==> src/rtl/zcl_frame_attribute_parser_macros.svh <==
// ----------------------------------------------------------------------------
// Frame attribute parser assertion macros
// Concurrent checks on the clk / rst_n domain, empty for synthesis builds.
// ----------------------------------------------------------------------------
`ifndef ZCL_FRAME_ATTRIBUTE_PARSER_MACROS_SVH
`define ZCL_FRAME_ATTRIBUTE_PARSER_MACROS_SVH

`ifndef SYNTH

// Check cons in the same cycle as ante.
`define ZFAP_ASSERT_NOW(lbl, ante, cons) \
    lbl: assert property (@(posedge clk) disable iff (!rst_n) (ante) |-> (cons)) \
        else $error("zfap check failed");

// Check cons in the cycle after ante.
`define ZFAP_ASSERT_NEXT(lbl, ante, cons) \
    lbl: assert property (@(posedge clk) disable iff (!rst_n) (ante) |=> (cons)) \
        else $error("zfap check failed");

`else

`define ZFAP_ASSERT_NOW(lbl, ante, cons)
`define ZFAP_ASSERT_NEXT(lbl, ante, cons)

`endif

`endif

==> src/rtl/zfap_pkg.sv <==
// ----------------------------------------------------------------------------
// Frame attribute parser package
// Beat types, parser state, header constants and the data type size table.
// ----------------------------------------------------------------------------
package zfap_pkg;

    // Frame control bits
    localparam logic [7:0] MASK_MAKER   = 8'h04;
    localparam logic [7:0] MASK_CLUSTER = 8'h01;

    // Global command codes
    localparam logic [7:0] CMD_REPORT   = 8'h0A;
    localparam logic [7:0] CMD_CFG_RESP = 8'h07;
    localparam logic [7:0] CMD_DEF_RESP = 8'h0B;

    // Data type codes with a known value size
    localparam logic [7:0] TYPE_UINT_LO = 8'h20;
    localparam logic [7:0] TYPE_UINT_HI = 8'h27;
    localparam logic [7:0] TYPE_INT_LO  = 8'h28;
    localparam logic [7:0] TYPE_INT_HI  = 8'h2F;
    localparam logic [7:0] TYPE_FLOAT   = 8'h39;
    localparam logic [7:0] TYPE_DOUBLE  = 8'h3A;

    // Result kinds
    localparam logic [2:0] KIND_RECORD  = 3'd0;
    localparam logic [2:0] KIND_CLUSTER = 3'd1;
    localparam logic [2:0] KIND_CFG     = 3'd2;
    localparam logic [2:0] KIND_DEFAULT = 3'd3;
    localparam logic [2:0] KIND_UNSUP   = 3'd4;

    // Parser phases
    localparam logic [3:0] PH_FC       = 4'd0;
    localparam logic [3:0] PH_MAKER    = 4'd1;
    localparam logic [3:0] PH_TSN      = 4'd2;
    localparam logic [3:0] PH_CMD      = 4'd3;
    localparam logic [3:0] PH_REC_HDR  = 4'd4;
    localparam logic [3:0] PH_REC_VAL  = 4'd5;
    localparam logic [3:0] PH_CFG      = 4'd6;
    localparam logic [3:0] PH_DEF_CMD  = 4'd7;
    localparam logic [3:0] PH_DEF_STAT = 4'd8;
    localparam logic [3:0] PH_SKIP     = 4'd9;

    localparam int VALUE_BYTES = 8;

    typedef struct packed {
        logic [7:0] data_byte;
        logic       last_byte;
    } zfap_in_t;

    typedef struct packed {
        logic [2:0]  kind;
        logic [7:0]  command_code;
        logic [15:0] attribute_id;
        logic [7:0]  data_type;
        logic [3:0]  value_size;
        logic [63:0] value;
        logic [7:0]  status_code;
        logic [7:0]  answered_command;
        logic        truncated;
    } zfap_out_t;

    typedef struct packed {
        logic [3:0]  phase;
        logic [2:0]  header_count;
        logic        maker_flag;
        logic        cluster_flag;
        logic [7:0]  held_command;
        logic [15:0] held_attribute;
        logic [7:0]  held_type;
        logic [63:0] value_accum;
        logic [3:0]  value_count;
        logic [7:0]  held_status;
    } zfap_state_t;

    // Value bytes implied by a data type code, zero if unknown.
    function automatic logic [3:0] type_size(input logic [7:0] t);
        logic [3:0] sz;
        begin
            sz = 4'd0;
            if (t >= TYPE_UINT_LO && t <= TYPE_UINT_HI)
            begin
                sz = {1'b0, t[2:0]} + 4'd1;
            end
            else if (t >= TYPE_INT_LO && t <= TYPE_INT_HI)
            begin
                sz = {1'b0, t[2:0]} + 4'd1;
            end
            else if (t == TYPE_FLOAT)
            begin
                sz = 4'd4;
            end
            else if (t == TYPE_DOUBLE)
            begin
                sz = 4'd8;
            end
            return sz;
        end
    endfunction

    // Parser state after reset: expect frame control, clear the rest.
    function automatic zfap_state_t reset_state();
        zfap_state_t s;
        begin
            s       = '0;
            s.phase = PH_FC;
            return s;
        end
    endfunction

endpackage

==> src/rtl/zfap_in_stage.sv <==
// ----------------------------------------------------------------------------
// Input stage
// Holding register for one byte beat; stalls the sender only while full.
// ----------------------------------------------------------------------------
module zfap_in_stage
    import zfap_pkg::*;
(
    input  logic     clk,
    input  logic     rst_n,
    input  logic     byte_valid,
    output logic     byte_stall,
    input  zfap_in_t byte_data,
    input  logic     take,
    output logic     held_valid,
    output zfap_in_t held_beat
);

    logic     valid_reg;
    logic     valid_next;
    zfap_in_t beat_reg;
    logic     accept;

    // Full and not drained this cycle: hold the sender off.
    assign byte_stall = valid_reg && !take;
    assign accept     = byte_valid && !byte_stall;

    always_comb
    begin
        valid_next = valid_reg;
        if (accept)
        begin
            valid_next = 1'b1;
        end
        else if (take)
        begin
            valid_next = 1'b0;
        end
    end

    always_ff @(posedge clk or negedge rst_n)
    begin
        if (!rst_n)
        begin
            valid_reg <= 1'b0;
        end
        else
        begin
            valid_reg <= valid_next;
        end
    end

    always_ff @(posedge clk)
    begin
        if (accept)
        begin
            beat_reg <= byte_data;
        end
    end

    assign held_valid = valid_reg;
    assign held_beat  = beat_reg;

endmodule

==> src/rtl/zfap_step.sv <==
// ----------------------------------------------------------------------------
// Parser step
// Next parser state and the optional result item for one frame byte.
// ----------------------------------------------------------------------------
module zfap_step
    import zfap_pkg::*;
(
    input  zfap_state_t cur,
    input  zfap_in_t    beat,
    output zfap_state_t nxt,
    output logic        emit,
    output zfap_out_t   item
);

    logic [7:0] b;
    logic       last;
    logic [3:0] sz;
    logic [3:0] count_inc;
    logic       is_record;
    logic       trunc;

    assign b    = beat.data_byte;
    assign last = beat.last_byte;

    always_comb
    begin
        nxt       = cur;
        emit      = 1'b0;
        is_record = 1'b0;
        trunc     = 1'b0;
        item      = '0;
        sz        = type_size(cur.held_type);
        count_inc = cur.value_count + 4'd1;

        case (cur.phase)
            PH_FC:
            begin
                nxt.maker_flag   = (b & MASK_MAKER) != 8'h00;
                nxt.cluster_flag = (b & MASK_CLUSTER) != 8'h00;
                nxt.header_count = 3'd0;
                nxt.phase        = ((b & MASK_MAKER) != 8'h00) ? PH_MAKER : PH_TSN;
            end
            PH_MAKER:
            begin
                nxt.header_count = cur.header_count + 3'd1;
                if (nxt.header_count >= 3'd2)
                begin
                    nxt.header_count = 3'd0;
                    nxt.phase        = PH_TSN;
                end
            end
            PH_TSN:
            begin
                nxt.phase = PH_CMD;
            end
            PH_CMD:
            begin
                nxt.held_command = b;
                nxt.header_count = 3'd0;
                if (cur.cluster_flag)
                begin
                    emit      = 1'b1;
                    item.kind = KIND_CLUSTER;
                    nxt.phase = PH_SKIP;
                end
                else if (b == CMD_REPORT)
                begin
                    nxt.phase = PH_REC_HDR;
                end
                else if (b == CMD_CFG_RESP)
                begin
                    nxt.phase      = PH_CFG;
                    emit           = last;
                    item.kind      = KIND_CFG;
                    item.truncated = 1'b1;
                end
                else if (b == CMD_DEF_RESP)
                begin
                    nxt.phase      = PH_DEF_CMD;
                    emit           = last;
                    item.kind      = KIND_DEFAULT;
                    item.truncated = 1'b1;
                end
                else
                begin
                    emit      = 1'b1;
                    item.kind = KIND_UNSUP;
                    nxt.phase = PH_SKIP;
                end
            end
            PH_REC_HDR:
            begin
                if (cur.header_count == 3'd0)
                begin
                    nxt.held_attribute = {8'h00, b};
                    nxt.header_count   = 3'd1;
                end
                else if (cur.header_count == 3'd1)
                begin
                    nxt.held_attribute = {b, cur.held_attribute[7:0]};
                    nxt.header_count   = 3'd2;
                end
                else
                begin
                    nxt.held_type    = b;
                    nxt.header_count = 3'd0;
                    nxt.value_accum  = '0;
                    nxt.value_count  = 4'd0;
                    if (type_size(b) == 4'd0)
                    begin
                        emit      = 1'b1;
                        is_record = 1'b1;
                    end
                    else
                    begin
                        nxt.phase = PH_REC_VAL;
                        emit      = last;
                        is_record = 1'b1;
                        trunc     = 1'b1;
                    end
                end
            end
            PH_REC_VAL:
            begin
                // Merge the byte into its lane of the value.
                for (int i = 0; i < VALUE_BYTES; i++)
                begin
                    if (cur.value_count == 4'(i))
                    begin
                        nxt.value_accum[8*i +: 8] = cur.value_accum[8*i +: 8] | b;
                    end
                end
                nxt.value_count = count_inc;
                is_record       = 1'b1;
                if (count_inc >= sz)
                begin
                    emit             = 1'b1;
                    nxt.header_count = 3'd0;
                    nxt.phase        = PH_REC_HDR;
                end
                else
                begin
                    emit  = last;
                    trunc = 1'b1;
                end
            end
            PH_CFG:
            begin
                emit             = 1'b1;
                item.kind        = KIND_CFG;
                item.status_code = b;
                nxt.phase        = PH_SKIP;
            end
            PH_DEF_CMD:
            begin
                nxt.held_status       = b;
                nxt.phase             = PH_DEF_STAT;
                emit                  = last;
                item.kind             = KIND_DEFAULT;
                item.answered_command = b;
                item.truncated        = 1'b1;
            end
            PH_DEF_STAT:
            begin
                emit                  = 1'b1;
                item.kind             = KIND_DEFAULT;
                item.status_code      = b;
                item.answered_command = cur.held_status;
                nxt.phase             = PH_SKIP;
            end
            default:
            begin
                nxt = cur;
            end
        endcase

        if (is_record)
        begin
            item.kind         = KIND_RECORD;
            item.attribute_id = nxt.held_attribute;
            item.data_type    = nxt.held_type;
            item.value_size   = type_size(nxt.held_type);
            item.value        = nxt.value_accum;
            item.truncated    = trunc;
        end
        item.command_code = nxt.held_command;

        // Frame end: restart at frame control.
        if (last)
        begin
            nxt.phase        = PH_FC;
            nxt.header_count = 3'd0;
            nxt.value_count  = 4'd0;
        end
    end

endmodule

==> src/rtl/zfap_out_stage.sv <==
// ----------------------------------------------------------------------------
// Output stage
// Result register; holds its item while the receiver stalls.
// ----------------------------------------------------------------------------
module zfap_out_stage
    import zfap_pkg::*;
(
    input  logic      clk,
    input  logic      rst_n,
    input  logic      load,
    input  logic      emit,
    input  zfap_out_t item_in,
    output logic      room,
    output logic      item_valid,
    input  logic      item_stall,
    output zfap_out_t item_data
);

    logic      valid_reg;
    logic      valid_next;
    zfap_out_t item_reg;

    // Empty, or the held item leaves at this edge.
    assign room = !valid_reg || !item_stall;

    always_comb
    begin
        valid_next = valid_reg;
        if (load)
        begin
            valid_next = emit;
        end
        else if (valid_reg && !item_stall)
        begin
            valid_next = 1'b0;
        end
    end

    always_ff @(posedge clk or negedge rst_n)
    begin
        if (!rst_n)
        begin
            valid_reg <= 1'b0;
        end
        else
        begin
            valid_reg <= valid_next;
        end
    end

    always_ff @(posedge clk)
    begin
        if (load && emit)
        begin
            item_reg <= item_in;
        end
    end

    assign item_valid = valid_reg;
    assign item_data  = item_reg;

endmodule

==> src/rtl/zcl_frame_attribute_parser.sv <==
// ----------------------------------------------------------------------------
// Cluster-library frame attribute parser
// Splits a byte stream of frames into records, responses and command flags.
// ----------------------------------------------------------------------------
// Usage:
//   The byte channel (byte_valid / byte_stall / byte_data) carries one frame
//   byte per beat; byte_data.last_byte marks the final byte of a frame and the
//   next beat opens a new frame. The item channel (item_valid / item_stall /
//   item_data) returns zero or one result per byte: an attribute record, a
//   cluster-specific or unsupported command flag, or a configure / default
//   response status, with truncated set when the frame ended early.
//   Path: an accepted byte is held in the input register, then its result in
//   the result register. Throughput: one byte per cycle unless the receiver
//   stalls, set by the single parser step between the two registers.
//   Reset clears both stage valid bits and returns the parser to expecting
//   frame control. While the receiver stalls, the held result stays put, the
//   parser holds, and byte_stall rises once the input register is full; one
//   more beat is absorbed before the sender is held off.
// ----------------------------------------------------------------------------
`include "zcl_frame_attribute_parser_macros.svh"

module zcl_frame_attribute_parser
    import zfap_pkg::*;
(
    input  logic      clk,
    input  logic      rst_n,
    input  logic      byte_valid,
    output logic      byte_stall,
    input  zfap_in_t  byte_data,
    output logic      item_valid,
    input  logic      item_stall,
    output zfap_out_t item_data
);

    logic        held_valid;
    zfap_in_t    held_beat;
    logic        room;
    logic        take;
    zfap_state_t state_reg;
    zfap_state_t state_next;
    logic        emit;
    zfap_out_t   step_item;

    // Advance the parser when a byte is held and the result register has room.
    assign take = held_valid && room;

    zfap_in_stage u_in_stage (
        .clk        (clk),
        .rst_n      (rst_n),
        .byte_valid (byte_valid),
        .byte_stall (byte_stall),
        .byte_data  (byte_data),
        .take       (take),
        .held_valid (held_valid),
        .held_beat  (held_beat)
    );

    zfap_step u_step (
        .cur  (state_reg),
        .beat (held_beat),
        .nxt  (state_next),
        .emit (emit),
        .item (step_item)
    );

    // Parser state: update only on a taken byte.
    always_ff @(posedge clk or negedge rst_n)
    begin
        if (!rst_n)
        begin
            state_reg <= reset_state();
        end
        else if (take)
        begin
            state_reg <= state_next;
        end
    end

    zfap_out_stage u_out_stage (
        .clk        (clk),
        .rst_n      (rst_n),
        .load       (take),
        .emit       (emit),
        .item_in    (step_item),
        .room       (room),
        .item_valid (item_valid),
        .item_stall (item_stall),
        .item_data  (item_data)
    );

    // A frame-ending byte always leaves the parser expecting frame control.
    `ZFAP_ASSERT_NEXT(a_frame_restart, take && held_beat.last_byte, state_reg.phase == PH_FC)

    // Only attribute records carry record fields.
    `ZFAP_ASSERT_NOW(a_record_fields, item_valid && item_data.kind != KIND_RECORD, item_data.attribute_id == 16'h0000 && item_data.value == 64'h0 && item_data.value_size == 4'd0)

    // A record never claims more than eight value bytes.
    `ZFAP_ASSERT_NOW(a_size_range, item_valid && item_data.kind == KIND_RECORD, item_data.value_size <= 4'd8)

    // A held byte that is not processed stays held.
    `ZFAP_ASSERT_NEXT(a_held_kept, held_valid && !take, held_valid)

endmodule
==> config.mk <==
export PLATFORM = sky130hd
export DESIGN_NAME = zcl_frame_attribute_parser
export DESIGN_NICKNAME = d
export VERILOG_FILES = /design/src/rtl/zfap_pkg.sv /design/src/rtl/zfap_in_stage.sv /design/src/rtl/zfap_step.sv /design/src/rtl/zfap_out_stage.sv /design/src/rtl/zcl_frame_attribute_parser.sv
export VERILOG_INCLUDE_DIRS = /design/src /design/src/rtl
export SDC_FILE = /design/constraint.sdc
export NUM_CORES = 1
export LEC_CHECK = 0
export BUFFER_PORTS_ARGS = -buffer_cell sky130_fd_sc_hd__buf_2
export CORE_ASPECT_RATIO = 1.1
export CORE_MARGIN = 8
export CORE_UTILIZATION = 35
export DETAILED_ROUTE_END_ITERATION = 10
export PLACE_DENSITY_LB_ADDON = 0.3
export SYNTH_ARGS = -nofsm -noshare
export SYNTH_HDL_FRONTEND = slang
export SYNTH_SLANG_ARGS = --single-unit
export TNS_END_PERCENT = 30
==> constraint.sdc <==
create_clock -name clk -period 5.53 [get_ports clk]
set_input_delay 1.3825 -clock clk [delete_from_list [all_inputs] [get_ports clk]]
set_output_delay 1.3825 -clock clk [all_outputs]
set_load 0.005 [all_outputs]
# Yosys cells after proc, flatten, opt, wreduce, memory -nomap -nowiden
# Index checks and enable logic that the tools add are counted.
# op_classes
bitwise_logic,8
order_cmp,14
eq_ne,30
reduce_logical,33
n_addsub,5
n_div,0
mux,79
multipliers,0
shifts,0
# ops
cell,count
two-way mux 76 bit,2
case mux 68 bit (2 select lines),1
two-way mux 4 bit,23
two-way mux 8 bit,9
OR 8 bit,8
"== test 8 x 6 -> 1 bit, second input constant",6
"greater-or-equal comparator 8 x 6 -> 1 bit, second input constant",6
"<= comparator 8 x 6 -> 1 bit, second input constant",6
"== test 4 x 3 -> 1 bit, second input constant",8
two-way mux 16 bit,2
case mux 4 bit (8 select lines),1
two-way mux 24 bit,1
two-way mux 1 bit,23
two-way mux 7 bit,3
"== test 4 x 2 -> 1 bit, second input constant",4
"== test 8 x 4 -> 1 bit, second input constant",2
case mux 8 bit (2 select lines),1
two-way mux 3 bit,5
"adder 3 x 1 -> 4 bit, second input constant",3
zero test 4 bit,3
case mux 3 bit (4 select lines),1
logical AND 1 bit,11
"!= test 3 bit, second input constant",3
case mux 3 bit (3 select lines),1
24 further kinds,36
# totals
elab_cells,191
latchBits,0
ram_bits,0
output_inout_bits,122
romBits,0
n_memories,0
regBits,247

# Logic depth before layout (Yosys ltp)
# logic_depth
word_depth,14
depth_mapped,11
ltp_nobuf,11

# Modules after synthesis
# Synthesis repeated with hierarchy kept, for this count alone.
# unflattened
hier_cells,953
hier_area_um2,11527.3
# modules_own_cells
mod,cells_each,area_per_inst_um2,n_inst,seq_area_each_um2
zcl_frame_attribute_parser,248,4413.0,1,2927.8
zfap_out_stage,124,3648.5,1,3628.5
zfap_step,567,3138.0,1,0.0
zfap_in_stage,14,327.8,1,295.3

# Worst setup path after synthesis
# Ideal clock, no wire load.
# synth_timing
path_type,input-to-reg
from,in item_stall
to,"reg u_out_stage.item_reg (netlist bit u_out_stage.item_data[0]), enable pin"
setup_time_ns,0.483
required_ns,5.047
slack_ns,0.256
path_buffers,2
cell_stages,6
arrival_ns,4.791
cell_sequence,a21bo_2 clkbuf_1 nor2_1 buf_2 o21ai_1 nand2_1
# synth_via
elab_chain_cells,4
# synth_lines
item,line,text
from (decl),zcl_frame_attribute_parser.sv:31,"input logic item_stall,"
zero test 1 bit,zfap_out_stage.sv:24,assign room = !valid_reg || !item_stall;
logical OR 1 bit,zfap_out_stage.sv:24,
logical AND 1 bit,zcl_frame_attribute_parser.sv:45,assign take = held_valid && room;
logical AND 1 bit,zfap_out_stage.sv:53,if (load && emit)
to (signal assigned),zfap_out_stage.sv:55,item_reg <= item_in;
to (decl),zfap_out_stage.sv:21,zfap_out_t item_reg;
# Every way passes these cells.
# A chain may end at the register's enable or synchronous reset.

# Final worst setup path
# layout_timing
from,reg state_reg[83] in the netlist's numbering
to,"reg u_out_stage.item_reg (netlist bit u_out_stage.item_data[27]), enable pin"
# layout_via
elab_chain_cells,9
word_cells_on_any_way,16
cone_classes,order compare (5); eq/ne (2); mux (6); reduce/logical (3)
# layout_lines
item,line,text
from (decl),zcl_frame_attribute_parser.sv:39,zfap_state_t state_reg;
from (signal assigned),zcl_frame_attribute_parser.sv:71,state_reg <= reset_state();
from (signal assigned),zcl_frame_attribute_parser.sv:75,state_reg <= state_next;
branches (longest 4 deep; another with greater-or-equal comparator 8 x 6 -> 1 bit),--,
two-way mux 4 bit *,zfap_pkg.sv:80,if (t >= TYPE_UINT_LO && t <= TYPE_UINT_HI)
greater-or-equal comparator 4 bit *,zfap_step.sv:135,if (count_inc >= sz)
two-way mux 1 bit *,zfap_step.sv:135,
case mux 1 bit (5 select lines) *,zfap_step.sv:35,case (cur.phase)
logical AND 1 bit *,zfap_out_stage.sv:53,
# Every way passes the cells marked *.

==> metrics.md <==
| Metric | Value |
|---|---|
| IO Count | around 140 |
| Mean routed wirelength per cell | roughly 18 um |
| Initial antenna violation count | 0 |
| Layout cells sized above 1 | 0.2259 |
| Vias per cell | about 5 |
| Status | finished clean |
| Worst hold path depth | 2 |
| Max Root-Sink Buffers | 3 |
| Hold endpoint | state_reg[106]$_DFFE_PN0P_ |
| Worst Reg-to-Reg Cells | 9 |
| WP buf/inv | 1 |
| Synth Warn # | 0 |
| Worst hold slack | 0.4740 ns |
| CTS buffer count | 26 |
| Total GRT Usage | 0.1464 |
| RSZ-0062 raised after global routing | false |
| HPWL after DPL | roughly 18,000 um |
| Vias in the first global route | ~7,500 |
| Nets | 1,082 |
| Multiplexer share of the synthesized area | 0.04058 |
| Latest clock arrival within the worst-skew pair | 0.55 ns |
| Hold Path Class | reg -> reg |
| Post-synthesis adder-cell area fraction | 0.02550 |
| Min Clock Period, post-route | approximately 4.0 ns |
| Crit share post-route | 0.7317 |
| EDFF count, synth | between 100 and 150 |
| Antenna viol nets, final | 0 |
| # rows | 67 |
| Slew headroom | 0.4530 |
| Routed met2 length | 12,890 um |
| Clock-pin slew on the worst setup and hold paths | about 0.08 ns |
| Post-Route M1 WL | about 12,000 um |
| Post-synthesis cell area | 0.01079 sq mm |
| VDD IR max | approximately 0.22 mV |
| Compound-Gate Fraction of Synth Area | 0.1268 |
| WP data arrival | 4.30 ns |
| Largest family of logic cells by synthesized area | simple AND/OR/NAND/NOR gates |
| Slew @ Worst Pin | around 0.82 ns |
| Xor/xnor cell area share of the yosys netlist | 0.005681 |
| Max cap viols | 0 |
| Crit path launch type | register |
| First-pass GRT wire length | around 43,000 um |
| Setup CP Type | reg -> reg |
| Hold-fix buffers, CTS | 0 |
| Final setup fails | 0 |
| Layout fillers | approximately 3,000 |
| PwrDens | between 300 and 400 mW/mm^2 |
| Top layer in use | met4 |
| Final slew viol count | 0 |
| Residual DRC count | 0 |
| Setup TNS Final | 0 ns |
| Grt ovf | 0 |
| Delay-heaviest family, CP | simple AND/OR/NAND/NOR gates |
| Slowest stage delay, CP | 0.52 ns |
| Top cell by count, worst path | nor3b_1 |
| Max reg flops | 120 |
| Post-route clock skew | 0.03069 ns |
| Fmax | 247.1 MHz |
| Crit. End Element | register |
| Placer Congestion | ~0.86 |
| Reg-to-reg critical path startpoint | state_reg[83]$_DFFE_PN0P_ |
| Synth top area share | 0.3589 |
| Die height | ~200 um |
| Critical-path maximum fanout | slightly below 60 |
| HP Start | state_reg[106]$_DFFE_PN0P_ |
| Crit path max-delay cell type | nand2_4 |
| Synth-to-Final Area Change | 17.63% |
| Met3 wire length | about 1700 um |
| Synth Register Bits | roughly 250 |
| Post-synth top flop | edfxtp_1 |
| Post-Synth Simple-Gate Area | 0.1342 |
| Dominant cell type by area after synthesis | edfxtp_1 |
| H-tree levels | 1 |
| Async S/R FF share, synth | 0.4777 |
| Initial DRC count | just over 600 |
| Mapped Nets | about 970 |
| Largest net degree at the start of global routing | 75 |
| CTS tree | done |
| CTS root buffer | clkbuf_16 |
| Port bufs | 134 |
| Area of the core | roughly 0.03 sq mm |
| Reg2reg end | u_out_stage.item_data[27]$_SDFFCE_PN0P_ |
| Initial core utilization | 0.3547 |
| Critical Path RT | 5.79 ns |
| Antenna fix cells | 0 |
| Ordered list of cells on the worst path | nor3b_1, nor3b_1, ha_1, nand2b_1, a2111oi_2, nor3_1, o31ai_1, nand2_4, buf_4 |
| Die area | approximately 0.037 sq mm |
| Synth area leaders | edfxtp_1, dfrtp_1, a21oi_1 |
| Post-CTS setup buffer count | 0 |
| Clk sinks | between 200 and 250 |
| Cells after synthesis | around 940 |
| Final Hold Vio Count | 0 |
| DR vias | between 7,000 and 8,000 |
| Sequential cell area | 0.006827 sq mm |
| Final WL | between 20,000 and 30,000 um |
| Die Wd | 183.4 um |
| Multi-input gate area | ~0.0036 sq mm |
| Synth cell types | 64 |
| Number of iterations in the first detailed-routing pass | 7 |
| Seq/Total Area, Yosys | 0.6325 |
| CTS-repair resized insts | 0 |
| LEAKAGE | around 5.5 nW |
| R2R setup slack | ~1.5 ns |
| Mapped Avg Cell Area | between 10 and 15 sq um |
cells in the mapped netlist (all sizes together), types with 2 or more instances:
library cell and count:
nor2 167, a21oi 131, edfxtp 129, dfrtp 118
clkbuf 50, nand2 49, mux2 30, and2 26
buf 26, a22o 22, ha 22, o21ai 18
inv 14, nor3 12, a31oi 10, mux2i 10
nor3b 10, a22oi 8, nand2b 7, nand3 7
nor2b 7, o211ai 7, nand3b 5, xnor2 5
a211oi 4, and3b 4, nor4 4, o31ai 4
a311oi 3, o21a 3, a32oi 2, nor4b 2
o22ai 2, o311ai 2, or3 2, xor2 2
worst reg2reg max path, delay by kind of cell (launching register included):
family	cells	cell delay (ns)
simple gates	5	1.58
compound gates	2	0.98
buf+inv	1	0.51
flops	1	0.40
fa+ha+maj	1	0.27
layout by cell type (no fill, tap or decap), types with 14 or more instances in the layout:
cell type,instances
nor2_1,165
mux2_2,28
o21ai_0,15
a21oi_1,131
buf_2,133
dfrtp_1,118
and2_1,25
edfxtp_1,129
buf_4,23
clkbuf_16,26
a22o_1,22
inv_1,14
ha_1,22
nand2_1,48
area by class of cell:
| cell class | count | area share |
|---|---|---|
| sequential | 247 | 0.5377 |
| clock inverter | 14 | 0.008771 |
| multi-input combinational | 602 | 0.2858 |
| timing repair buffer | 156 | 0.06603 |
| tap | 414 | 0.04080 |
| inverter | 14 | 0.004139 |
| clock buffer | 34 | 0.05677 |
stage by stage:
stage                     cell area (sq um)  utilization  instances  worst slack (ns)  total power, mW
after floorplan                       10790            -        939            0.2561            2.656
after global placement                11860       0.3899       1433             1.508            2.812
after detailed placement              11860       0.3899       1433             1.450            2.835
after CTS                             12700       0.4172       1481             1.444            4.521
after global routing                  12700       0.4172       1481             1.158            4.677
final                                 12700       0.4172       1481             1.483            4.482
worst max path at each step:
stage / cells after the start / to / start
after floorplan: 6 / u_out_stage.item_data[0]$_DFFE_PP_ / item_stall
after global placement: 7 / u_out_stage.item_data[116]$_DFFE_PP_ / item_stall
after detailed placement: 7 / u_out_stage.item_data[114]$_DFFE_PP_ / item_stall
after CTS: 9 / u_out_stage.item_data[112]$_DFFE_PP_ / state_reg[83]$_DFFE_PN0P_
after global routing: 9 / u_out_stage.item_data[112]$_DFFE_PP_ / state_reg[83]$_DFFE_PN0P_
final: 9 / u_out_stage.item_data[27]$_SDFFCE_PN0P_ / state_reg[83]$_DFFE_PN0P_
logic make-up (layout without fill, tap and decap cells):
group | count (synthesis) | in the layout
simple gates | 308 | 308
mux | 40 | 40
xor+xnor | 7 | 7
buf+inv | 90 | 218
fa+ha+maj | 22 | 22
flops | 247 | 247
compound gates | 225 | 225
layer usage:
layer	GRT usage	vias to the layer above
met5	0	-
met2	0.2359	214
met4	0.03692	0
li1	-	3555
met1	0.1975	3604
met3	0.03114	37
power by group:
part,switching (mW),internal [mW],total [mW]
sequential,0.130,2.08,2.21
combinational,0.340,0.253,0.592
clock,0.718,0.966,1.68
Note: power is estimated with default switching activity, not from simulation.
